<file path="src/rtl/core/sel_pkg.sv">
// shared types, constants and state encodings for the stripe edge subpixel locator
// used by sel_row_track, sel_divider and stripe_edge_subpixel_locator_top
`default_nettype none

package sel_pkg;

    // field widths
    localparam int PIX_W      = 8;
    localparam int WGT_W      = 10;
    localparam int RESP_W     = 11;
    localparam int ROW_W      = 6;
    localparam int OFF_W      = 10;

    // default stripe length limit
    localparam int MAX_ROWS_DEF = 63;

    // offset saturation limit, 1/256 row units
    localparam int OFF_SAT    = 256;

    // divider sizes: dividend 2*128*|y0-y2| + |curv|, divisor 2*|curv|
    localparam int DIFF_W     = RESP_W + 1;
    localparam int CURV_W     = RESP_W + 2;
    localparam int DIV_N_W    = 20;
    localparam int DIV_D_W    = 13;
    localparam int DIV_CNT_W  = $clog2(DIV_N_W);

    // peak summary handed from the row tracker to the sequencer
    typedef struct packed {
        logic [ROW_W-1:0]         row;
        logic signed [RESP_W-1:0] best;
        logic signed [RESP_W-1:0] left;
        logic signed [RESP_W-1:0] right;
        logic                     short_stripe;
    } t_peak;

    typedef enum logic [1:0] {
        S_IDLE,
        S_DIV,
        S_HOLD
    } t_top_state;

    typedef enum logic [1:0] {
        D_IDLE,
        D_PREP,
        D_RUN,
        D_DONE
    } t_div_state;

endpackage

`default_nettype wire

</file>
<file path="src/rtl/core/stripe_edge_subpixel_locator_top.sv">
// Stripe edge subpixel locator. Rows of a three-pixel-wide grey stripe arrive one
// beat per cycle while o_in_ready is high; each window of three rows gives a
// vertical sobel response and the strongest one (later row on ties) is kept with
// its two neighbours. On the last row one result beat carries the peak row, its
// strength and the parabolic vertex offset in 1/256 row, saturated to one row.
// After the last row of a stripe the input stays stalled while the sequencer
// prepares, runs the 20 steps of the shared restoring divider at one quotient bit
// per cycle, finishes and hands the result on. A flat peak skips the divider steps
// and a short stripe skips the divider entirely. The result sits in an output
// register, so the next stripe may stream in while it waits to be taken; a stripe
// that ends while that register is still full stalls the input until it is taken.
// depends on sel_pkg, sel_row_track and sel_divider
`default_nettype none

module stripe_edge_subpixel_locator_top
    import sel_pkg::*;
#(
    parameter int MAX_ROWS = MAX_ROWS_DEF
) (
    input  wire logic                    i_clk,
    input  wire logic                    i_rst_n,
    input  wire logic                    i_in_valid,
    output logic                         o_in_ready,
    input  wire logic [PIX_W-1:0]        i_left_pixel,
    input  wire logic [PIX_W-1:0]        i_centre_pixel,
    input  wire logic [PIX_W-1:0]        i_right_pixel,
    input  wire logic                    i_last_row,
    output logic                         o_out_valid,
    input  wire logic                    i_out_ready,
    output logic [ROW_W-1:0]             o_peak_row,
    output logic signed [RESP_W-1:0]     o_peak_strength,
    output logic signed [OFF_W-1:0]      o_subpixel_offset,
    output logic                         o_flat_peak,
    output logic                         o_short_stripe
);

    t_top_state r_state, n_state;

    t_peak                    peak;
    logic                     in_accept;
    logic                     out_free;
    logic                     div_start;
    logic                     div_done;
    logic signed [OFF_W-1:0]  div_offset;
    logic                     div_flat;
    logic                     load_out;

    logic [ROW_W-1:0]         r_res_row;
    logic signed [RESP_W-1:0] r_res_str;
    logic signed [OFF_W-1:0]  r_res_off;
    logic                     r_res_flat;
    logic                     r_res_short;

    logic                     r_out_valid;
    logic [ROW_W-1:0]         r_out_row;
    logic signed [RESP_W-1:0] r_out_str;
    logic signed [OFF_W-1:0]  r_out_off;
    logic                     r_out_flat;
    logic                     r_out_short;

    assign in_accept = i_in_valid && o_in_ready;
    assign out_free  = !r_out_valid || i_out_ready;

    sel_row_track #(
        .MAX_ROWS(MAX_ROWS)
    ) u_row_track (
        .i_clk          (i_clk),
        .i_rst_n        (i_rst_n),
        .i_accept       (in_accept),
        .i_left_pixel   (i_left_pixel),
        .i_centre_pixel (i_centre_pixel),
        .i_right_pixel  (i_right_pixel),
        .i_last_row     (i_last_row),
        .o_peak         (peak)
    );

    sel_divider u_divider (
        .i_clk    (i_clk),
        .i_rst_n  (i_rst_n),
        .i_start  (div_start),
        .i_y0     (peak.left),
        .i_y1     (peak.best),
        .i_y2     (peak.right),
        .o_done   (div_done),
        .o_offset (div_offset),
        .o_flat   (div_flat)
    );

    // next state
    always_comb begin
        n_state = r_state;
        unique case (r_state)
            S_IDLE: begin
                if (in_accept && i_last_row) begin
                    n_state = peak.short_stripe ? S_HOLD : S_DIV;
                end
            end
            S_DIV:  if (div_done) n_state = S_HOLD;
            S_HOLD: if (out_free) n_state = S_IDLE;
            default: n_state = S_IDLE;
        endcase
    end

    // sequencer outputs
    always_comb begin
        o_in_ready = 1'b0;
        div_start  = 1'b0;
        load_out   = 1'b0;
        unique case (r_state)
            S_IDLE: begin
                o_in_ready = 1'b1;
                div_start  = i_in_valid && i_last_row && !peak.short_stripe;
            end
            S_HOLD:  load_out = out_free;
            default: ;
        endcase
    end

    always_ff @(posedge i_clk) begin
        if (!i_rst_n) begin
            r_state <= S_IDLE;
        end else begin
            r_state <= n_state;
        end
    end

    // result held between the last row and the output register
    always_ff @(posedge i_clk) begin
        if (in_accept && i_last_row) begin
            r_res_short <= peak.short_stripe;
            r_res_row   <= peak.short_stripe ? '0 : peak.row;
            r_res_str   <= peak.short_stripe ? '0 : peak.best;
            r_res_off   <= '0;
            r_res_flat  <= 1'b0;
        end else if (r_state == S_DIV && div_done) begin
            r_res_off  <= div_offset;
            r_res_flat <= div_flat;
        end
    end

    // output register
    always_ff @(posedge i_clk) begin
        if (!i_rst_n) begin
            r_out_valid <= 1'b0;
        end else if (load_out) begin
            r_out_valid <= 1'b1;
        end else if (i_out_ready) begin
            r_out_valid <= 1'b0;
        end
    end

    always_ff @(posedge i_clk) begin
        if (load_out) begin
            r_out_row   <= r_res_row;
            r_out_str   <= r_res_str;
            r_out_off   <= r_res_off;
            r_out_flat  <= r_res_flat;
            r_out_short <= r_res_short;
        end
    end

    assign o_out_valid       = r_out_valid;
    assign o_peak_row        = r_out_row;
    assign o_peak_strength   = r_out_str;
    assign o_subpixel_offset = r_out_off;
    assign o_flat_peak       = r_out_flat;
    assign o_short_stripe    = r_out_short;

    // divider finishes only while the sequencer waits on it
    a_done_in_div: assert property (@(posedge i_clk) disable iff (!i_rst_n)
        div_done |-> (r_state == S_DIV))
        else $error("divider done outside divide state");

    // a short stripe beat carries zero fields
    a_short_zero: assert property (@(posedge i_clk) disable iff (!i_rst_n)
        (r_out_valid && r_out_short) |-> (r_out_row == '0 && r_out_str == '0
            && r_out_off == '0 && !r_out_flat))
        else $error("short stripe beat with nonzero fields");

    // offset stays within one row
    a_off_range: assert property (@(posedge i_clk) disable iff (!i_rst_n)
        r_out_valid |-> (r_out_off <= $signed(OFF_W'(OFF_SAT))
            && r_out_off >= -$signed(OFF_W'(OFF_SAT))))
        else $error("subpixel offset out of range");

    // flat peak forces a zero offset
    a_flat_zero: assert property (@(posedge i_clk) disable iff (!i_rst_n)
        (r_out_valid && r_out_flat) |-> (r_out_off == '0))
        else $error("flat peak with nonzero offset");

endmodule

`default_nettype wire

</file>
<file path="src/rtl/core/sel_row_track.sv">
// row tracker: vertical sobel response per row window and peak with neighbours
// depends on sel_pkg
`default_nettype none

module sel_row_track
    import sel_pkg::*;
#(
    parameter int MAX_ROWS = MAX_ROWS_DEF
) (
    input  wire logic             i_clk,
    input  wire logic             i_rst_n,
    input  wire logic             i_accept,
    input  wire logic [PIX_W-1:0] i_left_pixel,
    input  wire logic [PIX_W-1:0] i_centre_pixel,
    input  wire logic [PIX_W-1:0] i_right_pixel,
    input  wire logic             i_last_row,
    output t_peak                 o_peak
);

    localparam int RS_W  = $clog2(MAX_ROWS + 1);
    localparam int IDX_W = $clog2(MAX_ROWS - 2);

    logic [WGT_W-1:0]         r_wgt_one, n_wgt_one;
    logic [WGT_W-1:0]         r_wgt_two, n_wgt_two;
    logic [RS_W-1:0]          r_rows, n_rows;
    logic signed [RESP_W-1:0] r_best, n_best;
    logic [IDX_W-1:0]         r_idx, n_idx;
    logic signed [RESP_W-1:0] r_left, n_left;
    logic signed [RESP_W-1:0] r_right, n_right;
    logic                     r_await, n_await;
    logic signed [RESP_W-1:0] r_prev, n_prev;

    logic [WGT_W-1:0]         in_wgt;
    logic signed [RESP_W-1:0] resp;
    logic                     first_win;
    logic [IDX_W+ROW_W-1:0]   idx_ext;

    // weighted row sum 1,2,1 and the response against the row two back
    assign in_wgt = WGT_W'(i_left_pixel) + {1'b0, i_centre_pixel, 1'b0}
                  + WGT_W'(i_right_pixel);
    assign resp   = $signed({1'b0, r_wgt_two}) - $signed({1'b0, in_wgt});
    assign first_win = (r_rows == RS_W'(2));

    // next stripe state for an accepted row
    always_comb begin
        n_wgt_one = r_wgt_one;
        n_wgt_two = r_wgt_two;
        n_rows    = r_rows;
        n_best    = r_best;
        n_idx     = r_idx;
        n_left    = r_left;
        n_right   = r_right;
        n_await   = r_await;
        n_prev    = r_prev;
        if (r_rows < RS_W'(MAX_ROWS)) begin
            if (r_rows >= RS_W'(2)) begin
                if (first_win || (resp >= r_best)) begin
                    n_best  = resp;
                    n_idx   = IDX_W'(r_rows - RS_W'(2));
                    n_left  = first_win ? '0 : r_prev;
                    n_right = '0;
                    n_await = 1'b1;
                end else if (r_await) begin
                    n_right = resp;
                    n_await = 1'b0;
                end
                n_prev = resp;
            end
            n_wgt_two = r_wgt_one;
            n_wgt_one = in_wgt;
            n_rows    = r_rows + RS_W'(1);
        end
    end

    // summary of the stripe as it stands after this row
    assign idx_ext = {{ROW_W{1'b0}}, n_idx};
    always_comb begin
        o_peak.row          = idx_ext[ROW_W-1:0];
        o_peak.best         = n_best;
        o_peak.left         = n_left;
        o_peak.right        = n_right;
        o_peak.short_stripe = (n_rows < RS_W'(3));
    end

    // stripe registers, cleared after the last row
    always_ff @(posedge i_clk) begin
        if (!i_rst_n || (i_accept && i_last_row)) begin
            r_wgt_one <= '0;
            r_wgt_two <= '0;
            r_rows    <= '0;
            r_best    <= '0;
            r_idx     <= '0;
            r_left    <= '0;
            r_right   <= '0;
            r_await   <= 1'b0;
            r_prev    <= '0;
        end else if (i_accept) begin
            r_wgt_one <= n_wgt_one;
            r_wgt_two <= n_wgt_two;
            r_rows    <= n_rows;
            r_best    <= n_best;
            r_idx     <= n_idx;
            r_left    <= n_left;
            r_right   <= n_right;
            r_await   <= n_await;
            r_prev    <= n_prev;
        end
    end

endmodule

`default_nettype wire

</file>
<file path="src/rtl/core/sel_divider.sv">
// shared restoring divider for the parabolic vertex offset, one quotient bit a cycle
// depends on sel_pkg
`default_nettype none

module sel_divider
    import sel_pkg::*;
(
    input  wire logic                     i_clk,
    input  wire logic                     i_rst_n,
    input  wire logic                     i_start,
    input  wire logic signed [RESP_W-1:0] i_y0,
    input  wire logic signed [RESP_W-1:0] i_y1,
    input  wire logic signed [RESP_W-1:0] i_y2,
    output logic                          o_done,
    output logic signed [OFF_W-1:0]       o_offset,
    output logic                          o_flat
);

    t_div_state r_state, n_state;

    logic signed [RESP_W-1:0] r_y0, r_y1, r_y2;
    logic [DIV_N_W-1:0]       r_num;
    logic [DIV_D_W-1:0]       r_den;
    logic [DIV_D_W-1:0]       r_rem;
    logic [DIV_CNT_W-1:0]     r_cnt;
    logic                     r_neg;
    logic                     r_flat;

    logic signed [DIFF_W-1:0] diff;
    logic signed [CURV_W-1:0] curv;
    logic [DIFF_W-1:0]        diff_abs;
    logic [CURV_W-1:0]        curv_abs;
    logic [DIV_N_W-1:0]       prep_num;
    logic [DIV_D_W:0]         rem_shift;
    logic                     rem_ge;
    logic [DIV_D_W:0]         rem_sub;
    logic                     q_sat;
    logic [OFF_W-1:0]         q_mag;

    // numerator 128*(y0-y2) and curvature y0-2y1+y2, taken as magnitude and sign
    assign diff     = DIFF_W'(r_y0) - DIFF_W'(r_y2);
    assign curv     = CURV_W'(r_y0) + CURV_W'(r_y2) - (CURV_W'(r_y1) <<< 1);
    assign diff_abs = diff[DIFF_W-1] ? DIFF_W'(-diff) : DIFF_W'(diff);
    assign curv_abs = curv[CURV_W-1] ? CURV_W'(-curv) : CURV_W'(curv);
    // dividend 2*|num| + |den| for round half away from zero
    assign prep_num = {diff_abs[DIFF_W-2:0], 8'b0} + DIV_N_W'(curv_abs);

    // one restoring step
    assign rem_shift = {r_rem, r_num[DIV_N_W-1]};
    assign rem_ge    = (rem_shift >= {1'b0, r_den});
    assign rem_sub   = rem_shift - {1'b0, r_den};

    // next state
    always_comb begin
        n_state = r_state;
        unique case (r_state)
            D_IDLE: if (i_start) n_state = D_PREP;
            D_PREP: n_state = (curv == '0) ? D_DONE : D_RUN;
            D_RUN:  if (r_cnt == '0) n_state = D_DONE;
            D_DONE: n_state = D_IDLE;
            default: n_state = D_IDLE;
        endcase
    end

    // outputs
    always_comb begin
        o_done = 1'b0;
        unique case (r_state)
            D_DONE:  o_done = 1'b1;
            default: o_done = 1'b0;
        endcase
    end

    always_ff @(posedge i_clk) begin
        if (!i_rst_n) begin
            r_state <= D_IDLE;
        end else begin
            r_state <= n_state;
        end
    end

    // datapath
    always_ff @(posedge i_clk) begin
        if (r_state == D_IDLE && i_start) begin
            r_y0 <= i_y0;
            r_y1 <= i_y1;
            r_y2 <= i_y2;
        end
        if (r_state == D_PREP) begin
            r_rem  <= '0;
            r_cnt  <= DIV_CNT_W'(DIV_N_W - 1);
            r_den  <= {curv_abs[DIV_D_W-2:0], 1'b0};
            r_neg  <= (diff[DIFF_W-1] != curv[CURV_W-1]);
            r_flat <= (curv == '0);
            r_num  <= (curv == '0) ? '0 : prep_num;
        end else if (r_state == D_RUN) begin
            r_rem <= rem_ge ? rem_sub[DIV_D_W-1:0] : rem_shift[DIV_D_W-1:0];
            r_num <= {r_num[DIV_N_W-2:0], rem_ge};
            r_cnt <= r_cnt - DIV_CNT_W'(1);
        end
    end

    // saturate to one row and apply the sign
    assign q_sat    = (r_num > DIV_N_W'(OFF_SAT));
    assign q_mag    = q_sat ? OFF_W'(OFF_SAT) : OFF_W'(r_num);
    assign o_offset = r_neg ? $signed(OFF_W'(-q_mag)) : $signed(q_mag);
    assign o_flat   = r_flat;

endmodule

`default_nettype wire
</file>
<file path="config.mk">
export PLATFORM = sky130hd
export DESIGN_NAME = stripe_edge_subpixel_locator_top
export DESIGN_NICKNAME = d
export VERILOG_FILES = /design/src/rtl/core/sel_pkg.sv /design/src/rtl/core/stripe_edge_subpixel_locator_top.sv /design/src/rtl/core/sel_row_track.sv /design/src/rtl/core/sel_divider.sv
export SDC_FILE = /design/constraint.sdc
export NUM_CORES = 1
export LEC_CHECK = 0
export BUFFER_PORTS_ARGS = -buffer_cell sky130_fd_sc_hd__buf_2
export CAP_MARGIN = 20
export CORE_MARGIN = 2
export CORE_UTILIZATION = 47
export DETAILED_ROUTE_END_ITERATION = 10
export GPL_ROUTABILITY_DRIVEN = 0
export PLACE_DENSITY = 0.71
export SLEW_MARGIN = 20
export SYNTH_ARGS = -nofsm -noshare
export SYNTH_HDL_FRONTEND = slang
export SYNTH_SLANG_ARGS = --single-unit
</file>
<file path="constraint.sdc">
create_clock -name i_clk -period 9.1 [get_ports i_clk]
set_clock_uncertainty 0.2 [all_clocks]
set_input_delay 1.82 -clock i_clk [delete_from_list [all_inputs] [get_ports i_clk]]
set_output_delay 1.82 -clock i_clk [all_outputs]
set_load 0.02 [all_outputs]
</file>
* Word-level counts from Yosys, hierarchy flattened
Cells that the tools add are included.
Storage, ports and cells: input port bits 29, output and inout port bits 31, flip-flop bits (word level) 225, word-level logic and storage cells 124
Cells by class: add/subtract/negate cells 14, reduce and logical (&&, ||, !) cells 22, $lt $le $gt $ge 6, equality and inequality tests 12, mux-type cells 39
Operator list (count):
- $mux W11 | 12
- $mux W20 | 3
- $mux W13 | 2
- $mux W6 | 4
- $add A19 B13 Y20 | 1
- $gt A20 B9 Y1 const B | 1
- $mux W10 | 2
- $ge A14 B13 Y1 | 1
- $logic_not A13 Y1 | 1
- $neg A13 Y13 | 1
- $sub A12 B12 Y13 | 1
- $sub A13 B13 Y13 | 1
- $add A11 B11 Y12 | 1
- $mux W2 | 6
- $sub A11 B11 Y12 | 1
- $ge A11 B11 Y1 | 1
- $neg A11 Y11 | 1
- $sub A10 B10 Y11 | 1
- $add A10 B8 Y10 | 1
- $add A8 B9 Y10 | 1
- $neg A10 Y10 | 1
- $mux W1 | 8
- $pmux W2 S4 | 1
- $add A6 B1 Y6 const B | 1
- 20 further kinds | 39

* Longest topological paths before layout
word-level depth 8, mapped depth 29, mapped depth without buffers 25

* By module
A second synthesis with hierarchy kept.
Second synthesis, totals: cell total of the unflattened synthesis 1417, area total of the unflattened synthesis 13501.7 µm²
By module, submodules not included:
- sel_divider | times used 1, sequential area each 2412.3 µm², cells each 708, area each 6740.2 µm²
- sel_row_track | times used 1, sequential area each 1541.5 µm², cells each 591, area each 4674.5 µm²
- stripe_edge_subpixel_locator_top | times used 1, sequential area each 1691.6 µm², cells each 118, area each 2087.0 µm²

* Worst setup path before layout
Ideal clock, no wire load.
kind input to register, from input port i_left_pixel[1], to register r_res_str[0], data pin, library setup time 270 ps, required time 8630 ps, cell stages on the path 27, buffers on the path 3, path slack 1965 ps, data arrival time 6665 ps, path through inv_1 > fa_1 > inv_1 > ha_1 > inv_1 > fa_1 > ha_1 > nor2b_1 > o21ai_0 > nand2b_1 > a21o_1 > a21o_1 > maj3_1 > o21ai_0 > xor2_1 > inv_1 > ha_1 > a2111oi_0 > o21ai_0 > o22ai_1 > a21oi_1 > and2_1 > buf_2 > buf_2 > buf_2 > nand2_1 > a21oi_1
On the way: word-level cells in the longest chain between the ends 8
Ends and longest elaborated chain:
- from (decl) | line stripe_edge_subpixel_locator_top.sv:24 | input wire logic [PIX_W-1:0] i_left_pixel,
- $add A8 B9 Y10 | line sel_row_track.sv:39 | assign in_wgt = WGT_W'(i_left_pixel) + {1'b0, i_centre_pixel, 1'b0}
- $add A10 B8 Y10 | line sel_row_track.sv:40 | + WGT_W'(i_right_pixel);
- $sub A10 B10 Y11 | line sel_row_track.sv:41 | assign resp = $signed({1'b0, r_wgt_two}) - $signed({1'b0, in_wgt});
- net u_row_track.resp[8] | line sel_row_track.sv:34 | logic signed [RESP_W-1:0] resp;
- $ge A11 B11 Y1 | line sel_row_track.sv:57 | if (first_win || (resp >= r_best)) begin
- $logic_or A1 B1 Y1 | line sel_row_track.sv:57
- $mux W11 | line sel_row_track.sv:57
- $mux W11 | line sel_row_track.sv:56 | if (r_rows >= RS_W'(2)) begin
- $mux W11 | line sel_row_track.sv:55 | if (r_rows < RS_W'(MAX_ROWS)) begin
- to (signal assigned) | line stripe_edge_subpixel_locator_top.sv:132 | r_res_str <= peak.short_stripe ? '0 : peak.best;
- to (decl) | line stripe_edge_subpixel_locator_top.sv:49 | logic signed [RESP_W-1:0] r_res_str;
The timed path passes the listed nets, and every way through them passes these cells. A chain may end at the register's enable or synchronous reset.

* Worst setup path in the final report
from input port i_left_pixel[1], to register r_res_str[6], data pin
Same word-level chain as after synthesis.

==> out/metrics.yaml <==
insertion_delay_ps: 510
cts_hold_buf: 0
leakagePower_nw: 5.82
p_switching_mw: 1.26
grt_pass1_wl_microns: 46800
die_y_microns: 171
post_cts_buffers: 0
postRouteAntennaNets: 0
rsz0062_at_grt: "no"
synthAdderAreaFrac_pct: 11.4
wirelength_microns: 28600
cap_violations: 0
ys_seq_elements: 225
synth-xor-area-share_pct: 5.26
p_seq_share_pct: 36.8
dieArea_sq_um: 29100
swShare_pct: 34.6
synth_common_cells: "inv_1, nand2_1, nor2_1"
first_pass_iters: 5
synth_most_common_cell: "inv_1"
setup_ws_ps: 1550
ys_types: 85
ios: 60
grtUsageTotal_pct: 19.8
async_reset_ff_share_pct: 0
clockPowerShare_pct: 28.2
synthFlopType: "edfxtp_1"
slew_headroom_pct: 33.6
synth.avg_cell_area_sq_um: 9.53
clk_path_buf_depth: 3
synth_top_area_share_pct: 26.3
ys_seq_area_share_pct: 43.3
dpl.hpwl_microns: 21000
critPathMaxStageDelay_ps: 610
synth_top_family_by_area: "simple AND/OR/NAND/NOR gates"
grt_max_degree: 73
floorplan.core_area_sq_um: 27100
crit_type: "input port to flip-flop"
wl_per_cell_microns: 15.8
root_buffer: "clkbuf_16"
p_comb_share_pct: 35.0
synthToLayoutAreaGrowth_pct: 12.0
internal_power_mw: 2.38
syn_area_sq_um: 13000
min_path_type: "flip-flop to flip-flop"
hold_viol: 0
slowest_stage: "a21oi_1"
peakVddDrop_v: 0.000151
clkSinkCount: 225
yosysWarnings: 0
end_kind: "flip-flop"
ys_top_cells_by_area: "edfxtp_1, dfxtp_1, ha_1"
fin_setup_tns_ps: 0
status: "finished, final reports clean"
worstMarginPinSlew_ps: 993
portBuffers: 59
diodes: 0
drt_drc_violations_left: 0
avgViaCountPerCell: 5.40
synthCells: 1368
drtIter0Drc: 587
row_count: 60
cts_buffers: 24
dp_cells: 1766
instances_no_fill: 1810
period_share_pct: 83.0
dp_slack_ps: 1080
setup_violations: 0
synth-compound-area-share_pct: 15.1
fmax_mhz: 132
cts_resized: 0
whs_ps: 208
muxShareOfSynthArea_pct: 3.40
grt.overflow.total: 0
clk_pin_slew_worst_paths_ps: 60
antenna_found_initial: 0
syn_nets: 1501
initial_core_util_pct: 48.1
cpMostUsedCell: "inv_1"
worstSetupStartpointType: "input port"
critPathMaxFanout: 33
die_w_microns: 171
synth_top_area_cell: "edfxtp_1"
final_util_pct: 53.8
vias: 9774
p_per_area_nw_per_um2: 249
fin_nets: 1553
cts_tree: "built"
slew_violations: 0
drive_above_1_share_pct: 11.1
post-route-min-period_ps: 7550
htreeDepth: 1
cp_data_arrival_time_ps: 7600
synth_edf_count: 114
yosys.area_share.simple_pct: 15.8
critPathRequiredTime_ps: 9150
grt_pass1_vias: 9506
-- layer usage --
layer / global-route usage [%] / wire (microns) / vias up
met2: 35.3 / 14300 / 205
met1: 25.3 / 12600 / 4629
met5: 0 / 0 / -
met4: 5.35 / 701 / 0
li1: - / - / 4889
met3: 2.34 / 969 / 51
-- critical path: cells and delay by family --
family	cells	cell delay, ps
muxes	1	360
xor gates and xnor gates	1	480
adders and majority gates	6	2140
and+or+nand+nor	4	550
AOI/OAI and AO/OA	7	1500
buffers and inverters	6	740
-- cells in the final DEF, fill, tap and decap left out, types with 7 or more instances in the layout --
cell type  instances
a21boi_0           7
xnor2_1           41
clkbuf_16         28
nor2b_1           18
o31ai_1            7
a211oi_1          44
inv_1            147
o21a_1            12
buf_4             15
mux2_2            18
nor2_1           126
nor3_1            25
nand3_1           37
nand4_1            9
a22oi_1            8
fa_1              23
nand3b_1          11
nand2_1          138
nand2b_1          14
a21o_1            11
a21oi_1           82
o21ai_0           50
mux2i_1           24
edfxtp_1         114
ha_1              80
buf_2             59
and2_1             9
dfxtp_1          111
or3_1              7
xor2_1            31
-- power by group through the flow --
stage / combinational (mW) / sequential, mW / clock, mW
2_1_floorplan: 0.976 / 1.33 / 0
4_1_cts: 1.27 / 1.34 / 1.04
3_5_place_dp: 1.26 / 1.36 / 0
6_report: 1.27 / 1.34 / 1.03
5_1_grt: 1.43 / 1.35 / 1.08
3_3_place_gp: 1.23 / 1.35 / 0
-- area by class of cell --
type,instances,area [sq um]
inverters,147,552
fillers,2367,12500
flip-flops and latches,225,5650
clock buffers,31,722
multi-input cells,947,6660
repair buffers,75,423
clock inverters,13,126
well taps,372,465
-- logic make-up after synthesis --
logic type               after synthesis
AND/OR/NAND/NOR                      433
adder cells (fa/ha/maj)              105
XOR/XNOR                              75
AO/OA/AOI/OAI                        292
buffers and inverters                196
multiplexers                          42
flip-flops                           225
-- path summary, 6_finish.rpt --
kind | startpoint | endpoint | slack [ps] | depth (start not counted)
hold / removal | r_res_row[4] | o_peak_row[4] | 210 | 0
setup reg to reg | u_divider.r_y0[2] | u_divider.r_num[14] | 3600 | 22
hold reg to reg | r_res_row[4] | o_peak_row[4] | 210 | 0
setup / recovery | i_left_pixel[1] | r_res_str[6] | 1550 | 25
-- metrics by stage --
step / power, mW / cell area, sq um
after floorplan: 2.30 / 13000
after global placement: 2.59 / 13700
after detailed placement: 2.62 / 13700
after CTS: 3.65 / 14600
after global routing: 3.86 / 14600
final: 3.64 / 14600
-- flip-flops by register name, summed over array words and instances, names as in the netlist, 5 cells and up --
name and cells:
o_peak_row 6, o_peak_strength 11, o_subpixel_offset 10, r_res_off 10, r_res_row 6, r_res_str 11
u_divider.r_cnt 5, u_divider.r_den 12, u_divider.r_num 20, u_divider.r_rem 13, u_divider.r_y0 11, u_divider.r_y1 11
u_divider.r_y2 11, u_row_track.r_best 11, u_row_track.r_idx 6, u_row_track.r_left 11, u_row_track.r_prev 11, u_row_track.r_right 11
u_row_track.r_rows 6, u_row_track.r_wgt_one 10, u_row_track.r_wgt_two 10
Power figures use the tool's default switching activity.
